### src/rtl/core/xes_pkg.sv
// types, codes and constants of the xml element scanner
// no dependencies; imported by the scanner, its checker and the testbench
`default_nettype none

package xes_pkg;

  // nesting depth saturation limit and register width
  localparam int unsigned MAX_NEST = 255;
  localparam int unsigned NEST_W   = $clog2(MAX_NEST + 1);

  // byte codes
  localparam logic [7:0] CH_LT    = 8'h3C;
  localparam logic [7:0] CH_GT    = 8'h3E;
  localparam logic [7:0] CH_DASH  = 8'h2D;
  localparam logic [7:0] CH_BANG  = 8'h21;
  localparam logic [7:0] CH_CR    = 8'h0D;
  localparam logic [7:0] CH_LF    = 8'h0A;
  localparam logic [7:0] CH_TAB   = 8'h09;
  localparam logic [7:0] CH_SPACE = 8'h20;

  // scanner phase
  typedef enum logic [1:0] {
    PH_SKIP = 2'd0,
    PH_ELEM = 2'd1,
    PH_CMT  = 2'd2
  } phase_e;

  // result word kind
  typedef enum logic [2:0] {
    K_BYTE     = 3'd0,
    K_DONE     = 3'd1,
    K_EXPECT   = 3'd2,
    K_EOF_IDLE = 3'd3,
    K_EOF_ELEM = 3'd4
  } kind_e;

  // results of one input word: held bytes to flush, then an optional tail word
  typedef struct packed {
    logic [1:0] flush_cnt;
    logic       tail_vld;
    kind_e      tail_kind;
    logic [7:0] tail_char;
  } res_t;

  // comment opening prefix "<!-", one byte per held position
  function automatic logic [7:0] pat_byte(input logic [1:0] idx);
    logic [7:0] b;
    case (idx)
      2'd0:    b = CH_LT;
      2'd1:    b = CH_BANG;
      2'd2:    b = CH_DASH;
      default: b = 8'h00;
    endcase
    return b;
  endfunction

endpackage

`default_nettype wire

### src/rtl/core/xml_element_scanner.sv
// xml element scanner top level: tokenizer state, result queue and output serializer
// depends on xes_pkg
`default_nettype none

// Streaming XML element scanner. One text byte (tuser low) or an end-of-file
// marker (tuser high) is taken per word. Whitespace between elements is skipped,
// element inner bytes come out in order with CR/LF dropped and comments
// ("<!--" ... "-->") removed, and each element ends with a done word. Error and
// end-of-file words are flagged in m_axis_tuser. An input word is taken every
// cycle while the output is not stalled and each word yields at most one result; a
// word that yields more (up to 4, when held "<!-" bytes are flushed) holds the output
// port, one result per cycle when not stalled. A two-entry result queue (output entry
// plus a pending entry) lets the next input word in while a result waits on the
// output. The scanner state is updated in the cycle the word is accepted.
module xml_element_scanner (
  input  wire logic       clk_i,
  input  wire logic       rst_ni,
  // input stream
  input  wire logic       s_axis_tvalid,
  output logic            s_axis_tready,
  input  wire logic [7:0] s_axis_tdata,   // [7:0] in_char
  input  wire logic       s_axis_tuser,   // [0] end_of_file
  // result stream
  output logic            m_axis_tvalid,
  input  wire logic       m_axis_tready,
  output logic [7:0]      m_axis_tdata,   // [7:0] out_char
  output logic [2:0]      m_axis_tuser,   // [2:0] kind
  output logic            m_axis_tlast    // last result of the input word
);
  import xes_pkg::*;

  phase_e            phase_q, phase_d;
  logic [1:0]        prog_q, prog_d;
  logic [NEST_W-1:0] depth_q, depth_d;
  logic [1:0]        held_q, held_d;

  logic              cur_vld_q, cur_vld_d;
  res_t              cur_q, cur_d;
  logic [1:0]        pos_q, pos_d;
  logic              pend_vld_q, pend_vld_d;
  res_t              pend_q, pend_d;

  res_t              res;
  logic              res_vld;
  logic              in_acc, in_eof;
  logic [7:0]        c;
  logic              is_lt, is_gt, is_dash, is_crlf, is_ws;
  logic              app_hold;
  logic [1:0]        held_app;
  logic [NEST_W-1:0] depth_m1;
  logic              cmt_start;

  logic              in_flush, out_last, cur_done;

  // input decode
  assign in_acc   = s_axis_tvalid && s_axis_tready;
  assign in_eof   = s_axis_tuser;
  assign c        = s_axis_tdata;
  assign is_lt    = (c == CH_LT);
  assign is_gt    = (c == CH_GT);
  assign is_dash  = (c == CH_DASH);
  assign is_crlf  = (c == CH_CR) || (c == CH_LF);
  assign is_ws    = is_crlf || (c == CH_TAB) || (c == CH_SPACE);

  // byte extends the held comment prefix, else held bytes flush
  assign app_hold  = (held_q != 2'd3) && (c == pat_byte(held_q));
  assign held_app  = app_hold ? (held_q + 2'd1) : (is_lt ? 2'd1 : 2'd0);
  assign depth_m1  = (depth_q != '0) ? (depth_q - NEST_W'(1)) : '0;
  assign cmt_start = is_dash && (held_q == 2'd3);

  // next scanner state
  always_comb begin
    phase_d = phase_q;
    prog_d  = prog_q;
    depth_d = depth_q;
    held_d  = held_q;
    if (in_acc) begin
      if (in_eof) begin
        phase_d = PH_SKIP;
        prog_d  = 2'd0;
        depth_d = NEST_W'(1);
        held_d  = 2'd0;
      end else begin
        unique case (phase_q)
          PH_ELEM: begin
            if (cmt_start) begin
              held_d  = 2'd0;
              phase_d = PH_CMT;
              prog_d  = 2'd0;
              if (depth_q > NEST_W'(1)) depth_d = depth_m1;
            end else if (is_lt) begin
              if (depth_q < NEST_W'(MAX_NEST)) depth_d = depth_q + NEST_W'(1);
              held_d = held_app;
            end else if (is_gt) begin
              if (depth_m1 == '0) begin
                phase_d = PH_SKIP;
                prog_d  = 2'd0;
                depth_d = NEST_W'(1);
                held_d  = 2'd0;
              end else begin
                depth_d = depth_m1;
                held_d  = held_app;
              end
            end else if (!is_crlf) begin
              held_d = held_app;
            end
          end
          PH_CMT: begin
            case (prog_q)
              2'd0:    prog_d = is_dash ? 2'd1 : 2'd0;
              2'd1:    prog_d = is_dash ? 2'd2 : 2'd0;
              default: begin
                if (is_gt) phase_d = PH_ELEM;
                prog_d = 2'd0;
              end
            endcase
          end
          default: begin
            phase_d = PH_SKIP;
            if (!is_ws && is_lt) begin
              phase_d = PH_ELEM;
              prog_d  = 2'd0;
              depth_d = NEST_W'(1);
              held_d  = 2'd0;
            end
          end
        endcase
      end
    end
  end

  // results of the accepted word
  always_comb begin
    res = '{flush_cnt: 2'd0, tail_vld: 1'b0, tail_kind: K_BYTE, tail_char: 8'h00};
    if (in_eof) begin
      if (phase_q == PH_ELEM || phase_q == PH_CMT) begin
        res.flush_cnt = held_q;
        res.tail_vld  = 1'b1;
        res.tail_kind = K_EOF_ELEM;
      end else begin
        res.tail_vld  = 1'b1;
        res.tail_kind = K_EOF_IDLE;
      end
    end else begin
      unique case (phase_q)
        PH_ELEM: begin
          if (cmt_start || is_crlf) begin
            res.tail_vld = 1'b0;
          end else if (is_gt && (depth_m1 == '0)) begin
            res.flush_cnt = held_q;
            res.tail_vld  = 1'b1;
            res.tail_kind = K_DONE;
          end else if (!app_hold) begin
            res.flush_cnt = held_q;
            if (!is_lt) begin
              res.tail_vld  = 1'b1;
              res.tail_kind = K_BYTE;
              res.tail_char = c;
            end
          end
        end
        PH_CMT: begin
          res.tail_vld = 1'b0;
        end
        default: begin
          if (!is_ws && !is_lt) begin
            res.tail_vld  = 1'b1;
            res.tail_kind = K_EXPECT;
          end
        end
      endcase
    end
  end

  assign res_vld = in_acc && ((res.flush_cnt != 2'd0) || res.tail_vld);

  // output serializer: held bytes first, then the tail word
  assign in_flush      = (pos_q < cur_q.flush_cnt);
  assign m_axis_tvalid = cur_vld_q;
  assign m_axis_tdata  = in_flush ? pat_byte(pos_q) : cur_q.tail_char;
  assign m_axis_tuser  = in_flush ? K_BYTE : cur_q.tail_kind;
  assign out_last      = in_flush ? ((pos_q == (cur_q.flush_cnt - 2'd1)) && !cur_q.tail_vld)
                                  : 1'b1;
  assign m_axis_tlast  = out_last;
  assign cur_done      = cur_vld_q && m_axis_tready && out_last;
  assign s_axis_tready = !pend_vld_q;

  // result queue update
  always_comb begin
    cur_vld_d  = cur_vld_q;
    cur_d      = cur_q;
    pos_d      = pos_q;
    pend_vld_d = pend_vld_q;
    pend_d     = pend_q;
    if (!cur_vld_q || cur_done) begin
      pos_d = 2'd0;
      if (pend_vld_q) begin
        cur_d      = pend_q;
        cur_vld_d  = 1'b1;
        pend_vld_d = 1'b0;
      end else if (res_vld) begin
        cur_d     = res;
        cur_vld_d = 1'b1;
      end else begin
        cur_vld_d = 1'b0;
      end
    end else begin
      if (m_axis_tready) pos_d = pos_q + 2'd1;
      if (res_vld) begin
        pend_d     = res;
        pend_vld_d = 1'b1;
      end
    end
  end

  // control registers
  always_ff @(posedge clk_i or negedge rst_ni) begin
    if (!rst_ni) begin
      phase_q    <= PH_SKIP;
      prog_q     <= 2'd0;
      depth_q    <= NEST_W'(1);
      held_q     <= 2'd0;
      cur_vld_q  <= 1'b0;
      pos_q      <= 2'd0;
      pend_vld_q <= 1'b0;
    end else begin
      phase_q    <= phase_d;
      prog_q     <= prog_d;
      depth_q    <= depth_d;
      held_q     <= held_d;
      cur_vld_q  <= cur_vld_d;
      pos_q      <= pos_d;
      pend_vld_q <= pend_vld_d;
    end
  end

  // result payload registers
  always_ff @(posedge clk_i) begin
    cur_q  <= cur_d;
    pend_q <= pend_d;
  end

endmodule

`default_nettype wire

### config.mk
export PLATFORM = sky130hd
export DESIGN_NAME = xml_element_scanner
export DESIGN_NICKNAME = d
export VERILOG_FILES = /design/src/rtl/core/xes_pkg.sv /design/src/rtl/core/xml_element_scanner.sv
export SDC_FILE = /design/constraint.sdc
export NUM_CORES = 1
export LEC_CHECK = 0
export BUFFER_PORTS_ARGS = -buffer_cell sky130_fd_sc_hd__buf_2
export CORE_UTILIZATION = 64
export DETAILED_ROUTE_END_ITERATION = 10
export PLACE_DENSITY_LB_ADDON = 0.15
export SKIP_CTS_REPAIR_TIMING = 1
export SLEW_MARGIN = 40
export SYNTH_ARGS = -nofsm -noshare
export SYNTH_HDL_FRONTEND = slang
export SYNTH_SLANG_ARGS = --single-unit
### constraint.sdc
create_clock -name clk_i -period 4.6 [get_ports clk_i]
set_input_delay 0.92 -clock clk_i [delete_from_list [all_inputs] [get_ports clk_i]]
set_output_delay 0.92 -clock clk_i [all_outputs]
set_load 0.01 [all_outputs]
# Yosys cells after proc, flatten, opt, wreduce, memory -nomap -nowiden
# Cells that the tools add are included.
# classes
mux	64
n_shift	0
div_mod_pow	0
reduce_logical	40
bitwise	1
n_lt_le_gt_ge	3
add_sub_neg	5
n_eq_ne	28
mul	0
# op_table
operator	n
$mux 8	13
$mux 2	23
$mux 14	3
$pmux 6 s3	2
$eq 8x6->1 const B	4
$eq 8x4->1 const B	3
$ne 4x4->1 const B	4
$pmux 2 s2	4
$pmux 8 s2	1
$mux 12	1
$mux 6	2
$reduce_and 6->1	2
$mux 11	1
$logic_and 1x1->1	10
$ne 5x5->1 const B	2
$mux 1	9
$add 8x1->8 const B	1
$eq 2x1->1 const B	4
$eq 2x2->1 const B	4
$eq 8x8->1	1
$gt 8x1->1 const B	1
$logic_not 8->1	1
$lt 8x8->1 const B	1
$reduce_bool 2->1	4
23 further kinds	40
# word_totals
word_cells	156
out_inout_bits	14
romBits	0
mem_bits_rw	0
inputBits	13
reg_bits	46
latch_bits	0
mem_count	0

# Depth between registers and ports, before layout
# depth
word_depth	14
depth_mapped	10
depth_no_buf	8

# Worst setup path after synthesis
# Ideal clock, no wire load.
# synth_timing
kind	input to register
startpoint	input port s_axis_tdata[3]
endpoint	register pend_q[0] in the netlist's numbering (enable)
cell_stages	7
arrival_time_ns	3.093
n_path_buf	2
setup_time_ns	0.406
required_time_ns	4.194
setup_slack_ns	1.101
path_cell_list	clkbuf_1 > and2_0 > clkbuf_2 > o2111ai_1 > o21ai_0 > o21ai_0 > nor3b_1
# synth_between
elab_chain_cells	12
word_cells_on_any_way	31
cone_classes	eq/ne: 8; mux: 9; reduce/logical: 14
# synth_lines
element	line_no	source
start, declared	xml_element_scanner.sv:21	input wire logic [7:0] s_axis_tdata,
$eq 8x4->1	xml_element_scanner.sv:62	assign is_crlf = (c == CH_CR) || (c == CH_LF);
$logic_or 1x1->1	xml_element_scanner.sv:62	
$logic_or 1x1->1 (2 in series)	xml_element_scanner.sv:63	assign is_ws = is_crlf || (c == CH_TAB) || (c == CH_SPACE);
$logic_not 1->1	xml_element_scanner.sv:166	if (!is_ws && !is_lt) begin
$logic_and 1x1->1	xml_element_scanner.sv:166	
$mux 4	xml_element_scanner.sv:166	
$pmux 1 s2	xml_element_scanner.sv:145	unique case (phase_q)
$mux 6 *	xml_element_scanner.sv:135	if (in_eof) begin
$logic_or 1x1->1 *	xml_element_scanner.sv:175	assign res_vld = in_acc && ((res.flush_cnt != 2'd0) || res.tail_vld);
$logic_and 1x1->1 *	xml_element_scanner.sv:175	
$reduce_and 2->1 (no line) *	--	
end signal, assigned	xml_element_scanner.sv:240	pend_q <= pend_d;
end, declared	xml_element_scanner.sv:41	res_t pend_q, pend_d;
# Mark *: on every way between the ends. The rest lies on a longest branch, timed or not.
# A chain may end at the register's enable or synchronous reset.

# Final worst setup path
# layout_timing
startpoint	input port s_axis_tdata[7]
endpoint	register prog_q[0]
# layout_between
elab_chain_cells	8
word_cells_on_any_way	23
cone_classes	eq/ne: 10; mux: 5; reduce/logical: 8
# layout_lines
element	line_no	source
$eq 8x4->1	xml_element_scanner.sv:62	
$logic_or 1x1->1	xml_element_scanner.sv:62	
$logic_or 1x1->1 (2 in series)	xml_element_scanner.sv:63	
$logic_not 1->1	xml_element_scanner.sv:120	if (!is_ws && is_lt) begin
$logic_and 1x1->1	xml_element_scanner.sv:120	
$reduce_bool 4->1 (no line)	--	
$reduce_and 5->1 (no line)	--	
end signal, assigned	xml_element_scanner.sv:228	prog_q <= prog_d;
end, declared	xml_element_scanner.sv:33	logic [1:0] prog_q, prog_d;
# Several ways; a longest one is shown, not always the timed one.

==> results summary <==
For this design the top-level I/O count stands at 27. The transition at the pin with the smallest max-transition slack is 0.6271 ns. Summed over all cells, the static leakage comes to 1.291 nW.

Setup violations remaining at the end of the flow were counted as 0. Once detail routing completed, the nets flagged for antenna violations numbered 0. The critical path startpoint is s_axis_tdata[7]. The total number of placement rows came out at 24. The final core area utilization is 0.7293.

The setup check on the worst reg-to-reg path leaves a slack of 1.70 ns. For the final database, setup skew stands at 0.01377 ns. For this run, the leading register cell type out of synthesis is edfxtp_1. The area share of and/or/nand/nor cells after synthesis is 0.2295. The largest net degree at the start of global routing is 19. By area, the combinational part of the netlist is dominated by simple AND/OR/NAND/NOR gates. The congestion estimate from routability-driven global placement came to 0.9255. The number of hold-slack violations in the final timing report is 0. STA classifies the critical path endpoint as a register.

The number of diodes came out at 0. The total clock sinks came out at 46. The first detailed-routing pass ran for 4 iterations. In this run the critical register-to-register path is captured at prog_q[0]. The xor and xnor fraction of the mapped netlist area is 0.008765. The floorplan step defined a core boundary enclosing 4414 um2. The clock insertion delay at the later pin of the skew report is 0.30 ns. Compared with the post-synthesis result, the final layout area differs by 7.387%. The max-slew violation count came out at 0. By count the netlist is led by nand2_1, edfxtp_1, nor2_1, and2_1. The share of final-layout standard cells stronger than drive strength 1 is 0.2048. The global-route track usage on met2 is 0.4392. The number of logic stages on the critical path including buffering is 7.

The worst relative slew slack is 0.5809. The summed negative setup slack over all endpoints came out at 0 ns. The path class of the tightest hold or removal check is reg -> reg. The busiest layer in global routing is met2. The first-pass GRT wire length came out at 10.23 mm. The most critical setup path has its endpoint at prog_q[0].

The number of clock buffers added by TritonCTS is 5. The synthesized design spends more area on one cell type than any other, namely edfxtp_1. The number of remaining DRC errors is 0. The via count of the first global-routing pass is 2199. The per-cell via count in the routed design is 6.117. A synthesized cell averages 9.671 um2. The final routed wire length divided by cell count came out at 15.93 um. Setup repair after global routing left no endpoint under its margin. The area fraction in compound gates after synthesis is 0.1878. The chip height came out at 70.44 um.

The cell family with the largest share of critical-path delay is simple AND/OR/NAND/NOR gates. The mux share of post-synthesis cell area came out at 0.03673. The worst-case clock buffer depth came out at 2. After the first detailed-routing iteration, the DRC count stood at 164. The fmax came out at 316.9 MHz. The final cycle utilization of the critical path came out at 0.6860. In the global route stage, overall resource usage came out at 0.2636.

The peak per-stage delay on the critical path is 0.60 ns. For this run, the post-layout net count is 357. The startpoint type of the worst setup path is a primary input. The fraction of met3 tracks used by global routing came out at 0.04473.

The required time of the worst setup path is 4.84 ns. The H-tree was split into 2 levels. The number of max-cap violations came out at 0. The placed wire-length estimate after detailed placement came out at 4.567 mm. The synthesized cell area came out at 2998 um2. The initial antenna violation count is 0. VDD sags by at most 0.1812 mV.

For this run the aggregate overflow at the end of global routing stands at 0. The run finished with clean final reports. Of the total synthesized cell area, the portion taken by full adders, half adders and majority gates is 0.05426. The number of buffers and inverters on the critical path came out at 1. The total number of yosys warnings came out at 0.

Of the synthesized area, sequential elements account for 0.4311. Of the post-synthesis cell area, the dominant cell type holds 0.2805. The area enclosed by the die boundary is 4962 um2. The number of register bits inferred by synthesis is 46. The die span in x is 70.44 um. Synthesis produced a netlist whose cell count is 310.

The power density over the cells came out at 412.8 nW/um2. The routed layout has 2349 vias. For this run, global-route usage on met1 was measured as 0.3496. The post-synthesis cell type count came out at 65. The clock transition at the registers of the reported paths came out at 0.09 ns. The layout has 328 filler cells. TritonCTS built the clock tree. Walking the worst path, the cells encountered are buf_2 > nor4b_2 > nand3_1 > and3_2 > a211o_1 > or4_4 > o21ai_1. The async set-or-reset flop fraction in the synthesized netlist came out at 0.3913. The root buffer cell chosen for the clock tree is clkbuf_8.

The starting utilization of the core area came out at 0.6791. After detailed routing, the total wire length is 6.118 mm. In this run, synthesis inferred 28 flip-flops with an integrated enable. The shortest period the worst path allows came out at 3.156 ns. Data on the critical path arrives at its endpoint at 3.39 ns. For the worst flop-to-flop path, the logic depth is 8. The number of buffers inserted by port buffering is 26. Along the worst path, the maximum fanout reaches 11. In the post-synthesis netlist, the biggest area contributors are edfxtp_1, dfrtp_1, ha_1, nand2_1, and2_1.

The critical path in this run is classified as in -> reg. Among all stages on the critical path, the largest delay is contributed by nor4b_2. The synthesized netlist net count came out at 336. The startpoint of the most critical register-to-register path is depth_q[1].

In the post-synthesis netlist, the cell with the most instances is nand2_1.
sequential cells by signal, summed over array words and instances (netlist names):
signal / count
m_axis_tvalid: 1
held_q: 2
pend_q: 14
depth_q: 8
pend_vld_q: 1
phase_q: 2
pos_q: 2
prog_q: 2
cur_q: 14
routing by layer:
metal / vias to the layer above / wire, um / share of wire
met5: - / 0 / 0
met4: 0 / 115 / 0.019
met3: 10 / 282 / 0.046
met2: 71 / 2952 / 0.48
met1: 1092 / 2767 / 0.45
li1: 1176 / - / -
layout make-up:
| class | instances | area (um2) | share of cell area |
|---|---|---|---|
| clock buffers | 5 | 68.82 | 0.02138 |
| clock inverters | 3 | 21.27 | 0.006607 |
| inverters | 17 | 63.81 | 0.01982 |
| multi-input cells | 232 | 1555 | 0.4831 |
| flip-flops and latches | 46 | 1292 | 0.4015 |
| well taps | 52 | 65.06 | 0.02021 |
| repair buffers | 29 | 152.6 | 0.04742 |
how the worst min path moves through the flow:
stage | from | end | slack, ns | depth (start not counted)
after global placement | prog_q[0] | prog_q[0] | 0.46 | 1
after detailed placement | prog_q[0] | prog_q[0] | 0.48 | 1
after floorplan | prog_q[0] | prog_q[0] | 0.44 | 1
final | prog_q[0] | prog_q[0] | 0.50 | 1
after global routing | prog_q[0] | prog_q[0] | 0.52 | 1
after CTS | prog_q[0] | prog_q[0] | 0.50 | 1
placed cells by master (no fill, tap or decap), types with 10 or more instances in the layout:
cell      count
a21oi_1      16
and2_1       19
buf_2        26
dfrtp_1      17
edfxtp_1     28
ha_1         13
inv_1        17
nand2_1      38
nor2_1       20
o21ai_0      16
o31ai_1      10
cell families after synthesis:
logic type                 after synthesis
xor gates and xnor gates                 3
AOI/OAI and AO/OA                       80
muxes                                   10
DFF                                     46
adders and majority gates               13
buffers and inverters                   32
and+or+nand+nor                        126
where the power goes:
part	switching [mW]	internal, mW	total, mW	leakage [nW]
Sequential	0.0384	0.549	0.588	0.494
Combinational	0.281	0.209	0.490	0.754
Clock	0.144	0.107	0.251	0.0441
per-stage QoR:
| stage | power, mW | setup slack [ns] | cells | hold slack, ns | instance area [um2] |
|---|---|---|---|---|---|
| 2_1_floorplan | 0.9308 | 1.101 | 310 | 0.4438 | 2998 |
| 3_3_place_gp | 1.076 | 1.241 | 376 | 0.4632 | 3129 |
| 3_5_place_dp | 1.093 | 1.156 | 376 | 0.4845 | 3129 |
| 4_1_cts | 1.341 | 1.486 | 384 | 0.5013 | 3219 |
| 5_1_grt | 1.410 | 1.250 | 384 | 0.5193 | 3219 |
| 6_report | 1.329 | 1.445 | 384 | 0.5000 | 3219 |
Note: power is estimated with default switching activity, not from simulation.
